**src/rtl/assert_macros.svh**
```systemverilog
// ----------------------------------------------------------------------------
// assert_macros.svh
// Assertion macros shared by the delay line modules. Every module that uses
// them has a clock named i_clk and an active-low synchronous reset i_rst_n.
// ----------------------------------------------------------------------------
`ifndef ASSERT_MACROS_SVH
`define ASSERT_MACROS_SVH

// Property checked at every clock edge outside reset.
`define ACDL_ASSERT(lbl, prop, msg) \
    lbl: assert property (@(posedge i_clk) disable iff (!i_rst_n) (prop)) \
        else $error(msg);

// Antecedent now, consequent at the next edge.
`define ACDL_ASSERT_NEXT(lbl, ante, cons, msg) \
    lbl: assert property (@(posedge i_clk) disable iff (!i_rst_n) \
        (ante) |=> (cons)) else $error(msg);

`endif

```
**src/rtl/acdl_pkg.sv**
```systemverilog
// ----------------------------------------------------------------------------
// acdl_pkg
// Types and constants of the adjustable complex delay line.
// ----------------------------------------------------------------------------
package acdl_pkg;

    // Fixed field widths
    localparam int SAMPLE_BITS     = 16;
    localparam int BUF_LEN_BITS    = 11;
    localparam int INIT_DELAY_BITS = 10;
    localparam int DELAY_OUT_BITS  = 10;
    localparam int CFG_DATA_BITS   = 11;

    localparam logic [BUF_LEN_BITS-1:0]    BUF_LEN_RESET    = 11'd1024;
    localparam logic [INIT_DELAY_BITS-1:0] INIT_DELAY_RESET = 10'd0;

    // Configuration register indexes
    typedef enum logic [0:0] {
        CFG_BUFFER_LENGTH = 1'b0,
        CFG_INITIAL_DELAY = 1'b1
    } t_cfg_index;

    // Operation codes
    typedef enum logic [1:0] {
        OP_SAMPLE    = 2'd0,
        OP_INC_DELAY = 2'd1,
        OP_DEC_DELAY = 2'd2,
        OP_RESTART   = 2'd3
    } t_op;

    typedef struct packed {
        t_op                            operation;
        logic signed [SAMPLE_BITS-1:0]  real_in;
        logic signed [SAMPLE_BITS-1:0]  imag_in;
    } t_in_item;

    typedef struct packed {
        logic signed [SAMPLE_BITS-1:0]  real_out;
        logic signed [SAMPLE_BITS-1:0]  imag_out;
        logic                           status;
        logic [DELAY_OUT_BITS-1:0]      current_delay;
    } t_out_item;

    // Per-item control passed from the index unit to the result stage
    typedef struct packed {
        logic sample;   // item reads the store
        logic fwd;      // read hits the entry written by the same item
        logic status;   // 1: request refused
    } t_step_info;

endpackage

```
**src/rtl/acdl_ctrl.sv**
```systemverilog
// ----------------------------------------------------------------------------
// acdl_ctrl
// Index unit: write/read indices and delay count, per-item decode, store
// port control and the clearing sweep run after reset and on restart.
// ----------------------------------------------------------------------------
`include "assert_macros.svh"

module acdl_ctrl
    import acdl_pkg::*;
#(
    parameter int STORE_DEPTH = 1024,
    parameter int AW          = 10
) (
    input  logic                        i_clk,
    input  logic                        i_rst_n,
    input  logic                        i_fire,
    input  t_in_item                    i_item,
    input  logic [BUF_LEN_BITS-1:0]     i_buffer_length,
    input  logic [INIT_DELAY_BITS-1:0]  i_initial_delay,
    output logic                        o_ready,
    output t_step_info                  o_info,
    output logic [DELAY_OUT_BITS-1:0]   o_delay,
    output logic                        o_we,
    output logic [AW-1:0]               o_waddr,
    output logic [2*SAMPLE_BITS-1:0]    o_wdata,
    output logic                        o_re,
    output logic [AW-1:0]               o_raddr
);

    // Compare width covers both the register and the store length
    localparam int CW = ((AW + 1) > BUF_LEN_BITS) ? (AW + 1) : BUF_LEN_BITS;

    typedef enum logic [0:0] {
        ST_CLEAR,
        ST_RUN
    } t_state;

    t_state        r_state;
    logic [AW-1:0] r_clr_addr;
    logic [AW-1:0] r_clr_last;
    logic [AW-1:0] r_wr_idx, n_wr_idx;
    logic [AW-1:0] r_rd_idx, n_rd_idx;
    logic [AW-1:0] r_dly,    n_dly;

    logic [CW-1:0]      w_bl_ext;
    logic [CW-1:0]      w_len_c;
    logic [CW-1:0]      w_init_ext;
    logic [AW:0]        w_len;
    logic [AW:0]        w_len_m1;
    logic               w_status;
    logic               w_restart_go;
    logic               w_clearing;
    logic [AW+DELAY_OUT_BITS-1:0] w_dly_ext;

    // Index step with wrap at the active length
    function automatic logic [AW-1:0] f_advance(input logic [AW-1:0] idx,
                                                input logic [AW:0]   len);
        logic [AW:0] nx;
        nx = {1'b0, idx} + {{AW{1'b0}}, 1'b1};
        return (nx >= len) ? '0 : nx[AW-1:0];
    endfunction

    // Active length: zero acts as one, clipped to the store depth
    always_comb begin
        w_bl_ext   = CW'(i_buffer_length);
        w_init_ext = CW'(i_initial_delay);
        if (w_bl_ext == '0) begin
            w_len_c = CW'(1);
        end else if (w_bl_ext > CW'(STORE_DEPTH)) begin
            w_len_c = CW'(STORE_DEPTH);
        end else begin
            w_len_c = w_bl_ext;
        end
    end

    assign w_len    = w_len_c[AW:0];
    assign w_len_m1 = w_len - {{AW{1'b0}}, 1'b1};

    // Per-item index and delay update
    always_comb begin
        n_wr_idx     = r_wr_idx;
        n_rd_idx     = r_rd_idx;
        n_dly        = r_dly;
        w_status     = 1'b0;
        w_restart_go = 1'b0;
        if (i_fire) begin
            case (i_item.operation)
                OP_SAMPLE: begin
                    n_wr_idx = f_advance(r_wr_idx, w_len);
                    n_rd_idx = f_advance(r_rd_idx, w_len);
                end
                OP_INC_DELAY: begin
                    if ({1'b0, r_dly} < w_len_m1) begin
                        n_rd_idx = (r_rd_idx == '0) ? w_len_m1[AW-1:0]
                                                    : r_rd_idx - 1'b1;
                        n_dly    = r_dly + 1'b1;
                    end else begin
                        w_status = 1'b1;
                    end
                end
                OP_DEC_DELAY: begin
                    if (r_dly != '0) begin
                        n_rd_idx = f_advance(r_rd_idx, w_len);
                        n_dly    = r_dly - 1'b1;
                    end else begin
                        w_status = 1'b1;
                    end
                end
                OP_RESTART: begin
                    if (w_init_ext >= w_len_c) begin
                        w_status = 1'b1;
                    end else begin
                        w_restart_go = 1'b1;
                        n_wr_idx     = w_init_ext[AW-1:0];
                        n_rd_idx     = '0;
                        n_dly        = w_init_ext[AW-1:0];
                    end
                end
                default: begin
                    w_status = 1'b0;
                end
            endcase
        end
    end

    // Result side info
    assign w_dly_ext = {{DELAY_OUT_BITS{1'b0}}, n_dly};
    assign o_delay   = w_dly_ext[DELAY_OUT_BITS-1:0];
    assign o_info    = '{sample: (i_item.operation == OP_SAMPLE),
                         fwd:    (r_wr_idx == r_rd_idx),
                         status: w_status};

    // Store ports: sweep writes zeros, samples write the input pair
    assign w_clearing = (r_state == ST_CLEAR);
    assign o_ready    = !w_clearing;
    assign o_we       = w_clearing || (i_fire && i_item.operation == OP_SAMPLE);
    assign o_waddr    = w_clearing ? r_clr_addr : r_wr_idx;
    assign o_wdata    = w_clearing ? '0 : {i_item.real_in, i_item.imag_in};
    assign o_re       = i_fire && (i_item.operation == OP_SAMPLE);
    assign o_raddr    = r_rd_idx;

    // State, indices and clearing sweep
    always_ff @(posedge i_clk) begin
        if (!i_rst_n) begin
            r_state    <= ST_CLEAR;
            r_clr_addr <= '0;
            r_clr_last <= AW'(STORE_DEPTH - 1);
            r_wr_idx   <= '0;
            r_rd_idx   <= '0;
            r_dly      <= '0;
        end else begin
            r_wr_idx <= n_wr_idx;
            r_rd_idx <= n_rd_idx;
            r_dly    <= n_dly;
            case (r_state)
                ST_CLEAR: begin
                    if (r_clr_addr == r_clr_last) begin
                        r_state <= ST_RUN;
                    end else begin
                        r_clr_addr <= r_clr_addr + 1'b1;
                    end
                end
                ST_RUN: begin
                    if (w_restart_go) begin
                        r_state    <= ST_CLEAR;
                        r_clr_addr <= '0;
                        r_clr_last <= w_len_m1[AW-1:0];
                    end
                end
                default: begin
                    r_state <= ST_CLEAR;
                end
            endcase
        end
    end

    `ACDL_ASSERT(a_no_item_in_sweep, i_fire |-> (r_state == ST_RUN), "item accepted during clear")
    `ACDL_ASSERT_NEXT(a_sweep_steps, (r_state == ST_CLEAR && r_clr_addr != r_clr_last), (r_clr_addr == $past(r_clr_addr) + 1'b1), "clear sweep skipped an entry")
    `ACDL_ASSERT_NEXT(a_restart_clears, (i_fire && i_item.operation == OP_RESTART && !w_status), (r_state == ST_CLEAR && r_clr_addr == '0), "restart did not start clear")

endmodule

```
**config.mk**
```make
export PLATFORM = sky130hd
export DESIGN_NAME = acdl_ctrl
export DESIGN_NICKNAME = d
export VERILOG_FILES = /design/src/rtl/acdl_pkg.sv /design/src/rtl/acdl_ctrl.sv
export VERILOG_INCLUDE_DIRS = /design/src /design/src/rtl
export SDC_FILE = /design/constraint.sdc
export NUM_CORES = 1
export LEC_CHECK = 0
export BUFFER_PORTS_ARGS = -buffer_cell sky130_fd_sc_hd__buf_4
export CORE_MARGIN = 3
export CORE_UTILIZATION = 28
export DETAILED_ROUTE_END_ITERATION = 16
export PLACE_DENSITY = 0.51
export SETUP_SLACK_MARGIN = 0.1
export SLEW_MARGIN = 20
export SYNTH_ARGS = -nofsm -noshare
export SYNTH_HDL_FRONTEND = slang
export SYNTH_SLANG_ARGS = --single-unit
```
**constraint.sdc**
```tcl
create_clock -name i_clk -period 10.58 [get_ports i_clk]
set_clock_uncertainty 0.1 [all_clocks]
set_input_delay 3.174 -clock i_clk [delete_from_list [all_inputs] [get_ports i_clk]]
set_output_delay 3.174 -clock i_clk [all_outputs]
set_load 0.01 [all_outputs]
```
==> metrics <==
Psw=0.272 mW; Post-synth top cells=nand2_1, nor2_1, dfxtp_1; Placed Cells=1094; layout cell share with drive strength beyond 1=22.2%; number of clock sinks=51; Hold Vio Cnt, Final=0; CTS tree=built; Non-Filler Instances=1103; GPL Wtd Cong=0.848; Skew-Pair Late Insertion Delay=320 ps; Core Footprint=19000 um^2; Int Pwr=0.407 mW; Crit-path slowest cell=a211oi_4; Seq cells post-synth=51; Comb pwr share=39.1%; Final Cycle Share=96.6%; first-pass GRT wire length=33100 um; PwrDens=98.7 nW/um^2; outcome=finished clean; FMAX=97.9 MHz; CP endpoint kind=output port; Net Count, Synth=848; setup violators final=0; post-route ant nets=0; port buffer count=125; Slew @ Worst Pin=971 ps; Die Area=21400 um^2; residual DRC count=0; Post-Syn Area per Cell=7.40 um^2; cells along the critical path=buf_4, nor4_4, a41oi_2, nor2_1, inv_1, ha_1, buf_4, nand2_1, nor2_1, o21ai_0, inv_1, ha_1, nand4_1, o2bb2ai_1, o2111ai_2, a211oi_4, buf_4, nor3_1, o32a_1, buf_4; relative slew slack=34.7%; Final Critical Period=10220 ps; synth top area cells=dfxtp_1, ha_1, nand2_1; site row count=50; CP Class=primary input to output port; total grt overflow=0; maximum vdd ir drop=0.0000588 V; Clock transition at path regs=70 ps; Seq/Total Area, Yosys=18.5%; pre-CTS setup slack=266 ps; 1st-iter DRT viols=592; Initial Util=29.0%; I/O Pins=126; vias per cell=5.32; slowest cell delay on critical path=560 ps; largest area contributor in the netlist=dfxtp_1; arrival time at the worst endpoint=6940 ps; Hold Crit Class=flip-flop to flip-flop; total leakage power=2.89 nW; Synth Instances=746; Seq pwr share=34.2%; Max Slew Vio Count=0; GRT Total Usage=19.2%; root buf cell=clkbuf_16; htree depth=2; Die X=146 um; vias in the first global route=5592; Syn-to-layout area delta=24.6%; RSZ-0062 raised after global routing=true; MaxCap Viol Count=0; CTS buffer count=5; Mapped Area=5520 um^2; crit start category=primary input; vias=5868; clock power share=26.7%; top_reg_cell synth=dfxtp_1; critical path required time=7310 ps; post-synth cell types=82; Most Frequent Cell on Critical Path=buf_4; DRT Pass-1 Iters=5; Setup TNS=0 ps; Routed WL=20900 um; DP Wirelength=15900 um; area fraction of the dominant cell type after synthesis=18.5%; DR WL/cell=18.9 um; ant diodes=0; synth warn=0; Sw Ratio=40.0%; most common cell in the netlist=nand2_1; EDFF count, synth=0; clock buffer depth=2; Die H=146 um; initial antenna violation count=0; largest net degree at the start of global routing=39; asr flop ratio synth=0%; Crit Path Max Fanout=8; post-route worst setup slack=362 ps; final net count=944
==> kinds of logic after synthesis <==
family,synth area share (%)
and+or+nand+nor,28.3
adders and majority gates,9.98
AOI/OAI and AO/OA,25.1
xor gates and xnor gates,8.41
muxes,3.90
DFF,18.5
buffers and inverters,5.78
==> metrics by stage <==
step / hold slack [ps] / utilization (%) / instance area (um^2) / total power, mW
2_1_floorplan: 362 / - / 5520 / 0.401
3_5_place_dp: 392 / 35.1 / 6680 / 0.497
6_report: 404 / 36.2 / 6880 / 0.679
4_1_cts: 411 / 35.9 / 6830 / 0.680
5_1_grt: 444 / 36.2 / 6880 / 0.723
3_3_place_gp: 389 / 35.1 / 6680 / 0.498
==> critical path, delay by kind of cell <==
kind | cells | cell delay [ps]
buffers and inverters | 6 | 830
adders and majority gates | 2 | 560
AOI/OAI and AO/OA | 6 | 1630
and+or+nand+nor | 6 | 730
==> final cells by class <==
class / count / area, um^2
fillers: 2071 / 12100
multi-input cells: 617 / 4220
repair buffers: 142 / 1070
flip-flops and latches: 51 / 1020
well taps: 260 / 325
clock buffers: 5 / 125
inverters: 25 / 93.8
clock inverters: 3 / 28.8
==> registers in the layout, summed over array words and instances (netlist names) <==
name,flops
o_ready,1
o_raddr,10
r_clr_addr,10
r_dly,10
r_wr_idx,10
r_clr_last,10
==> power by group through the flow <==
stage | logic (mW) | clock network, mW | registers (mW)
after floorplan | 0.184 | 0 | 0.217
after global placement | 0.261 | 0 | 0.237
after detailed placement | 0.261 | 0 | 0.236
after CTS | 0.263 | 0.186 | 0.232
after global routing | 0.296 | 0.192 | 0.235
final | 0.265 | 0.181 | 0.232
==> worst paths after layout <==
kind | start | to | slack, ps | cells past startpoint
max reg2reg | o_raddr[0] | o_raddr[4] | 6610 | 12
min | r_clr_last[2] | r_clr_last[2] | 400 | 2
min reg2reg | r_clr_last[2] | r_clr_last[2] | 400 | 2
max | i_buffer_length[7] | o_delay[3] | 360 | 20
==> routing by layer <==
metal	wire, um	GRT usage, %	vias to the layer above
met3	1180	2.33	27
li1	-	-	2919
met1	10000	29.1	2732
met5	0	0	-
met2	9330	28.7	190
met4	356	4.75	0
==> repair_timing <==
item	CTS	global route
hold buffers	0	0
endpoints found under the setup margin	0	9
buffers inserted	0	1
resized for setup	0	5
==> layout by cell type, fill, tap and decap left out, types with 16 or more instances in the layout <==
cell       n
xor2_1    24
dfxtp_1   51
ha_1      44
xnor2_1   29
nand4_1   16
nand2_1   79
and2_1    38
a21oi_1   36
nor3_1    24
nand3_1   25
nor2_1    61
buf_4    142
inv_1     25
o21ai_0   40
Note: power is estimated with default switching activity, not from simulation.
